### src/rtl/core/dotq_pkg.sv
`timescale 1ns / 1ps
`default_nettype none
// ----------------------------------------------------------------------------
// Timer queue package
// Shared constants, result status codes and the cell command and status types
// of the deadline ordered timer queue.
// ----------------------------------------------------------------------------
package dotq_pkg;

  localparam int DEPTH_DEF     = 16;
  localparam int TIME_BITS_DEF = 32;
  localparam int MAX_RESULTS   = 16;
  localparam int HANDLE_BITS   = 16;
  localparam int ACTION_BITS   = 8;
  localparam int STATUS_BITS   = 2;
  localparam int FIRED_DL_BITS = 32;

  typedef enum logic [STATUS_BITS-1:0] {
    ST_INSERTED = 2'd0,
    ST_FULL     = 2'd1,
    ST_FIRED    = 2'd2
  } status_t;

  // Command broadcast to every cell of the chain.
  typedef enum logic [1:0] {
    OP_HOLD   = 2'd0,
    OP_INSERT = 2'd1,
    OP_POP    = 2'd2
  } cell_op_t;

  // What a cell tells its neighbours about itself.
  typedef struct packed {
    logic valid;  // the cell holds an entry
    logic gt;     // its deadline is later than the broadcast key
    logic due;    // its deadline is at or before the broadcast key
  } cell_stat_t;

endpackage : dotq_pkg
`default_nettype wire

### src/rtl/core/dotq_cell.sv
`timescale 1ns / 1ps
`default_nettype none
// ----------------------------------------------------------------------------
// Timer queue cell
// One slot of the sorted chain: compares its deadline with the broadcast key,
// takes a new entry, shifts from its left neighbour or pulls from its right.
// ----------------------------------------------------------------------------
module dotq_cell
  import dotq_pkg::*;
#(
  parameter int TIME_BITS = TIME_BITS_DEF
) (
  input  wire                    clk,
  input  wire                    rst_n,
  input  cell_op_t               op,
  input  wire  [TIME_BITS-1:0]   key,
  input  wire  [HANDLE_BITS-1:0] new_handle,
  input  wire  [ACTION_BITS-1:0] new_action,
  input  cell_stat_t             left_stat,
  input  wire  [TIME_BITS-1:0]   left_dl,
  input  wire  [HANDLE_BITS-1:0] left_handle,
  input  wire  [ACTION_BITS-1:0] left_action,
  input  cell_stat_t             right_stat,
  input  wire  [TIME_BITS-1:0]   right_dl,
  input  wire  [HANDLE_BITS-1:0] right_handle,
  input  wire  [ACTION_BITS-1:0] right_action,
  output cell_stat_t             stat,
  output logic [TIME_BITS-1:0]   dl,
  output logic [HANDLE_BITS-1:0] handle,
  output logic [ACTION_BITS-1:0] action
);

  logic                   valid_r, valid_nxt;
  logic [TIME_BITS-1:0]   dl_r, dl_nxt;
  logic [HANDLE_BITS-1:0] handle_r, handle_nxt;
  logic [ACTION_BITS-1:0] action_r, action_nxt;
  logic                   later;

  always_comb begin
    later      = dl_r > key;
    stat.valid = valid_r;
    stat.gt    = valid_r && later;
    stat.due   = valid_r && !later;
  end

  always_comb begin
    valid_nxt  = valid_r;
    dl_nxt     = dl_r;
    handle_nxt = handle_r;
    action_nxt = action_r;
    case (op)
      OP_INSERT: begin
        if (left_stat.gt) begin
          valid_nxt  = 1'b1;
          dl_nxt     = left_dl;
          handle_nxt = left_handle;
          action_nxt = left_action;
        end else if (left_stat.valid && (!valid_r || later)) begin
          // First slot whose entry is later than the new one, or the first free one.
          valid_nxt  = 1'b1;
          dl_nxt     = key;
          handle_nxt = new_handle;
          action_nxt = new_action;
        end
      end
      OP_POP: begin
        valid_nxt  = right_stat.valid;
        dl_nxt     = right_dl;
        handle_nxt = right_handle;
        action_nxt = right_action;
      end
      default: begin
        valid_nxt = valid_r;
      end
    endcase
  end

  always_ff @(posedge clk) begin
    if (!rst_n) begin
      valid_r <= 1'b0;
    end else begin
      valid_r <= valid_nxt;
    end
  end

  always_ff @(posedge clk) begin
    dl_r     <= dl_nxt;
    handle_r <= handle_nxt;
    action_r <= action_nxt;
  end

  assign dl     = dl_r;
  assign handle = handle_r;
  assign action = action_r;

endmodule : dotq_cell
`default_nettype wire

### src/rtl/core/deadline_ordered_timer_queue.sv
`timescale 1ns / 1ps
`default_nettype none
// ----------------------------------------------------------------------------
// Deadline ordered timer queue
// Sorted chain of DEPTH timer cells with insert and expire requests on a
// stream interface.
// ----------------------------------------------------------------------------
// The queue holds up to DEPTH timer entries in a chain of cells kept sorted by
// deadline, earliest at the head; entries with equal deadlines keep their
// arrival order. An insert request (in_tuser mode 0) is placed by every cell
// comparing its own deadline with the new one, and gives one result:
// inserted, or queue full when the last cell is occupied. An expire request
// (mode 1) is accepted in the idle state and then pops the head cell once per
// cycle while the output register is free and the head deadline is at or
// before the given time; a request with nothing due gives no result. At most
// MAX_RESULTS entries fire per request and out_tlast marks the final one.
// A request is accepted while the previous result is still waiting, provided
// the output register frees in that cycle. Time values use the low TIME_BITS
// bits and compare as plain unsigned numbers.
// ----------------------------------------------------------------------------
module deadline_ordered_timer_queue
  import dotq_pkg::*;
#(
  parameter int DEPTH     = DEPTH_DEF,
  parameter int TIME_BITS = TIME_BITS_DEF
) (
  input  wire                                         clk,
  input  wire                                         rst_n,
  input  wire                                         in_tvalid,
  output logic                                        in_tready,
  // Fields from bit 0: deadline, handle, action, current_time, zero fill.
  input  wire  [((2*TIME_BITS+HANDLE_BITS+ACTION_BITS+7)/8)*8-1:0] in_tdata,
  // Fields from bit 0: mode.
  input  wire  [0:0]                                  in_tuser,
  output logic                                        out_tvalid,
  input  wire                                         out_tready,
  // Fields from bit 0: fired_handle, fired_action, fired_deadline, zero fill.
  output logic [((FIRED_DL_BITS+HANDLE_BITS+ACTION_BITS+7)/8)*8-1:0] out_tdata,
  // Fields from bit 0: status.
  output logic [STATUS_BITS-1:0]                      out_tuser,
  output logic                                        out_tlast
);

  localparam int OUT_W  = ((FIRED_DL_BITS+HANDLE_BITS+ACTION_BITS+7)/8)*8;
  localparam int HND_LO = TIME_BITS;
  localparam int ACT_LO = TIME_BITS + HANDLE_BITS;
  localparam int NOW_LO = TIME_BITS + HANDLE_BITS + ACTION_BITS;
  localparam int CNT_W  = (MAX_RESULTS > 1) ? $clog2(MAX_RESULTS) : 1;

  typedef enum logic [1:0] {
    S_IDLE   = 2'b01,
    S_EXPIRE = 2'b10
  } state_t;

  // Input field views.
  logic                   in_mode;
  logic [TIME_BITS-1:0]   in_deadline;
  logic [HANDLE_BITS-1:0] in_handle;
  logic [ACTION_BITS-1:0] in_action;
  logic [TIME_BITS-1:0]   in_now;

  assign in_mode     = in_tuser[0];
  assign in_deadline = in_tdata[TIME_BITS-1:0];
  assign in_handle   = in_tdata[HND_LO +: HANDLE_BITS];
  assign in_action   = in_tdata[ACT_LO +: ACTION_BITS];
  assign in_now      = in_tdata[NOW_LO +: TIME_BITS];

  // Control and output registers.
  state_t                   state_r, state_nxt;
  logic [TIME_BITS-1:0]     now_r, now_nxt;
  logic [CNT_W-1:0]         cnt_r, cnt_nxt;
  logic                     out_valid_r, out_valid_nxt;
  status_t                  out_status_r, out_status_nxt;
  logic [HANDLE_BITS-1:0]   out_handle_r, out_handle_nxt;
  logic [ACTION_BITS-1:0]   out_action_r, out_action_nxt;
  logic [FIRED_DL_BITS-1:0] out_dl_r, out_dl_nxt;
  logic                     out_last_r, out_last_nxt;

  // Chain wiring; index 0 is the boundary left of the head and DEPTH+1 the
  // boundary right of the tail.
  cell_stat_t             stat   [DEPTH+2];
  logic [TIME_BITS-1:0]   dl     [DEPTH+2];
  logic [HANDLE_BITS-1:0] handle [DEPTH+2];
  logic [ACTION_BITS-1:0] action [DEPTH+2];

  cell_op_t               op;
  logic [TIME_BITS-1:0]   key;
  logic                   slot_free;
  logic                   in_acc;
  logic                   full;
  logic                   last_fire;
  logic [63:0]            head_dl_ext;

  // The boundary left of the head looks like an occupied, earlier entry so
  // that the head cell can take a new entry; the right boundary is empty.
  assign stat[0]         = '{valid: 1'b1, gt: 1'b0, due: 1'b0};
  assign dl[0]           = '0;
  assign handle[0]       = '0;
  assign action[0]       = '0;
  assign stat[DEPTH+1]   = '{valid: 1'b0, gt: 1'b0, due: 1'b0};
  assign dl[DEPTH+1]     = '0;
  assign handle[DEPTH+1] = '0;
  assign action[DEPTH+1] = '0;

  for (genvar g = 1; g <= DEPTH; g++) begin : g_cell
    dotq_cell #(
      .TIME_BITS (TIME_BITS)
    ) u_cell (
      .clk          (clk),
      .rst_n        (rst_n),
      .op           (op),
      .key          (key),
      .new_handle   (in_handle),
      .new_action   (in_action),
      .left_stat    (stat[g-1]),
      .left_dl      (dl[g-1]),
      .left_handle  (handle[g-1]),
      .left_action  (action[g-1]),
      .right_stat   (stat[g+1]),
      .right_dl     (dl[g+1]),
      .right_handle (handle[g+1]),
      .right_action (action[g+1]),
      .stat         (stat[g]),
      .dl           (dl[g]),
      .handle       (handle[g]),
      .action       (action[g])
    );
  end

  assign slot_free = !out_valid_r || out_tready;
  assign in_tready = (state_r == S_IDLE) && slot_free;
  assign in_acc    = in_tvalid && in_tready;
  assign full      = stat[DEPTH].valid;
  // The head fires last when the entry behind it is not due or the per
  // request limit is reached.
  assign last_fire = !stat[2].due || (cnt_r == CNT_W'(MAX_RESULTS - 1));
  assign head_dl_ext = 64'(dl[1]);
  assign key = (state_r == S_EXPIRE) ? now_r : in_deadline;

  always_comb begin
    state_nxt      = state_r;
    now_nxt        = now_r;
    cnt_nxt        = cnt_r;
    op             = OP_HOLD;
    out_valid_nxt  = out_valid_r && !out_tready;
    out_status_nxt = out_status_r;
    out_handle_nxt = out_handle_r;
    out_action_nxt = out_action_r;
    out_dl_nxt     = out_dl_r;
    out_last_nxt   = out_last_r;
    case (state_r)
      S_IDLE: begin
        if (in_acc) begin
          if (in_mode) begin
            now_nxt   = in_now;
            cnt_nxt   = '0;
            state_nxt = S_EXPIRE;
          end else begin
            op             = full ? OP_HOLD : OP_INSERT;
            out_valid_nxt  = 1'b1;
            out_status_nxt = full ? ST_FULL : ST_INSERTED;
            out_handle_nxt = '0;
            out_action_nxt = '0;
            out_dl_nxt     = '0;
            out_last_nxt   = 1'b1;
          end
        end
      end
      S_EXPIRE: begin
        if (slot_free) begin
          if (stat[1].due) begin
            op             = OP_POP;
            out_valid_nxt  = 1'b1;
            out_status_nxt = ST_FIRED;
            out_handle_nxt = handle[1];
            out_action_nxt = action[1];
            out_dl_nxt     = head_dl_ext[FIRED_DL_BITS-1:0];
            out_last_nxt   = last_fire;
            cnt_nxt        = cnt_r + CNT_W'(1);
            if (last_fire) begin
              state_nxt = S_IDLE;
            end
          end else begin
            // Nothing due at all: the request ends without a result.
            state_nxt = S_IDLE;
          end
        end
      end
      default: begin
        state_nxt = S_IDLE;
      end
    endcase
  end

  always_ff @(posedge clk) begin
    if (!rst_n) begin
      state_r     <= S_IDLE;
      out_valid_r <= 1'b0;
    end else begin
      state_r     <= state_nxt;
      out_valid_r <= out_valid_nxt;
    end
  end

  always_ff @(posedge clk) begin
    now_r        <= now_nxt;
    cnt_r        <= cnt_nxt;
    out_status_r <= out_status_nxt;
    out_handle_r <= out_handle_nxt;
    out_action_r <= out_action_nxt;
    out_dl_r     <= out_dl_nxt;
    out_last_r   <= out_last_nxt;
  end

  assign out_tvalid = out_valid_r;
  assign out_tuser  = out_status_r;
  assign out_tlast  = out_last_r;
  assign out_tdata  = OUT_W'({out_dl_r, out_action_r, out_handle_r});

endmodule : deadline_ordered_timer_queue
`default_nettype wire
### config.mk
export PLATFORM = sky130hd
export DESIGN_NAME = deadline_ordered_timer_queue
export DESIGN_NICKNAME = d
export VERILOG_FILES = /design/src/rtl/core/dotq_pkg.sv /design/src/rtl/core/dotq_cell.sv /design/src/rtl/core/deadline_ordered_timer_queue.sv
export SDC_FILE = /design/constraint.sdc
export NUM_CORES = 2
export LEC_CHECK = 0
export BUFFER_PORTS_ARGS = -buffer_cell sky130_fd_sc_hd__buf_2
export CORE_MARGIN = 3
export CORE_UTILIZATION = 47
export DETAILED_ROUTE_END_ITERATION = 6
export GPL_TIMING_DRIVEN = 0
export PLACE_DENSITY = 0.73
export SYNTH_ARGS = -nofsm -noshare
export SYNTH_HDL_FRONTEND = slang
export SYNTH_HIERARCHICAL = 1
export SYNTH_SLANG_ARGS = --single-unit
### constraint.sdc
create_clock -name clk -period 18.2 [get_ports clk]
set_input_delay 2.73 -clock clk [delete_from_list [all_inputs] [get_ports clk]]
set_output_delay 2.73 -clock clk [all_outputs]
set_load 0.03 [all_outputs]
==> flow_metrics.env <==
export IMPL_syn_avg_cell_area_sq_um=10.4
export IMPL_start_util=0.476
export IMPL_fin_cells=8436
export IMPL_cts_buffers=112
export IMPL_finalSetupViolCount=0
export IMPL_final_max_slew_violation_count=0
export IMPL_clockBufferDepth=3
export IMPL_cts_num_sinks=1010
export IMPL_pin_count=154
export IMPL_die_x_microns=375
export IMPL_core_area_sq_um=134000
export IMPL_pwr_density_cell_nw_per_um2=75.9
export IMPL_final_common_cell="nand2_1"
export IMPL_max_cap_violations=0
export IMPL_hold_viol_final=0
export IMPL_drt_iter0_drc=4523
export IMPL_postCtsSetupBuffers=0
export IMPL_h_tree_depth=3
export IMPL_crit_path_top_delay_cell="a211oi_4"
export IMPL_violations="DRC"
export IMPL_yosysWarnings=6
export IMPL_portBuffers=153
export IMPL_cts_hold_buf=0
export IMPL_ir_drop_v=0.0000651
export IMPL_cp_common_cell="buf_6"
export IMPL_max_stage_delay_ps=930
export IMPL_fin_setup_tns_ps=0
export IMPL_die_area_sq_um=140000
export IMPL_rsz0062_at_grt="false"
export IMPL_die_y_microns=375
export IMPL_mostFrequentLayoutCells="996 x nand2_1, 991 x edfxtp_1, 960 x o21ai_0, 912 x mux2i_1"
export IMPL_grt_pass1_wl_microns=271000
export IMPL_hp_class="flop to flop"
export IMPL_drc=1
export IMPL_row_count=134
export IMPL_grt_max_degree=60
export IMPL_relSlewSlack=0.210
export IMPL_gp_congestion=0.852
export IMPL_final_util=0.536
export IMPL_cts_resized=0
export IMPL_worstSetupPathType="primary input to flop"
export IMPL_wirelength_microns=173000
export IMPL_post_place_ws_ps=8730
export IMPL_worstPathMaxFanout=32
export IMPL_cp_arrival_ps=9280
export IMPL_post_route_cells_drive_above_1_share=0.0891
export IMPL_clock_fmax_ghz=0.113
export IMPL_path_cells="buf_2 > mux2_2 > inv_1 > ha_1 > nand4_2 > nor3_1 > and4_1 > and2b_2 > a21oi_2 > and2_1 > nand2_1 > nor3_2 > buf_6 > buf_6 > buf_6 > buf_6 > nor2b_1 > buf_2 > nor3b_1 > a211oi_4 > buf_8"
export IMPL_grt_pass1_vias=50600
export IMPL_dpl_cell_count=8231
export IMPL_grtUsageTotal=0.239
export IMPL_fin_skew_ps=29.9
export IMPL_grt_overflow_total=0
export IMPL_end_kind="flop"
export IMPL_setup_ws_ps=9320
export IMPL_nets=7185
export IMPL_antenna_left=0
export IMPL_cts_tree="done"
export IMPL_fin_crit_ps=8880
export IMPL_path_clk_slew_ps=60
export IMPL_cts_root_buf="clkbuf_16"
export IMPL_critPathLaunchType="primary input"
export IMPL_via_count=49000
export IMPL_netlist_area_sq_um=63900
export IMPL_period_share=0.488
export IMPL_dp_hpwl_microns=134000
export IMPL_wl_per_cell_microns=20.5
export IMPL_insertion_delay_ps=720
export IMPL_antenna_found_initial=5
export IMPL_viasPerCell=5.81
export IMPL_leakage_nw=25.6
export IMPL_required_ps=18600
export IMPL_area_growth_pct=12.6
export IMPL_firstDrtPassIters=7
export IMPL_outcome="finished, violations left"
export IMPL_syn_inst=6144
export IMPL_worstMarginPinSlew_ps=1180
## area by class of cell
cell class              instances  area, sq um
plain buffers                 331         1410
flip-flops and latches       1010        30100
inverters                     515         1930
multi-input cells            4401        31000
repair buffers                206         1620
clock buffers                 136         2970
diodes                          3         7.51
well taps                    1768         2210
fillers                     11700        62200
clock inverters                66          673
## path summary, 6_finish.rpt
check | endpoint | start | cells past startpoint | slack (ps)
min | g_cell[15].u_cell/action[3]$_DFFE_PP_ | g_cell[16].u_cell/action[3]$_DFFE_PP_ | 2 | 540
min reg2reg | g_cell[15].u_cell/action[3]$_DFFE_PP_ | g_cell[16].u_cell/action[3]$_DFFE_PP_ | 2 | 540
max reg2reg | g_cell[13].u_cell/action[6]$_DFFE_PP_ | state_r[0]$_SDFFE_PN1P_ | 24 | 10320
max | g_cell[13].u_cell/action[6]$_DFFE_PP_ | in_tdata[13] | 21 | 9320
## power by group
part | internal, mW | total [mW] | switching [mW]
clock | 1.33 | 2.29 | 0.970
combinational | 0.195 | 0.542 | 0.348
sequential | 2.60 | 2.62 | 0.0170
total | 4.12 | 5.46 | 1.33
## critical path, delay by kind of cell
family | cells | cell delay (ps)
fa+ha+maj | 1 | 350
simple gates | 9 | 2650
buf+inv | 8 | 1730
compound gates | 2 | 1160
mux | 1 | 610
## state kept, by name (all words and copies together), names as in the netlist
signal	count
g_cell.u_cell/dl	512
g_cell.u_cell/handle	256
g_cell.u_cell/action	128
now_r	32
out_dl_r	32
g_cell.u_cell/valid_r	16
out_handle_r	16
out_action_r	8
cnt_r	4
out_tuser	2
state_r	2
out_tlast	1
out_tvalid	1
## metrics by stage
step	total power, mW	hold slack (ps)	area (sq um)
5_1_grt	5.64	557	71900
3_5_place_dp	3.20	514	68300
6_report	5.46	537	71900
3_3_place_gp	3.16	505	67300
4_1_cts	5.49	535	71900
2_1_floorplan	3.03	496	64300
## metal layers
layer,global-route usage,vias to the layer above,share of wire
met2,0.408,1570,0.48
met1,0.320,24200,0.43
met3,0.0312,287,0.063
met5,0.00446,-,0.00064
li1,-,22900,-
met4,0.0650,6,0.020
(Power assumes the default switching activity.)
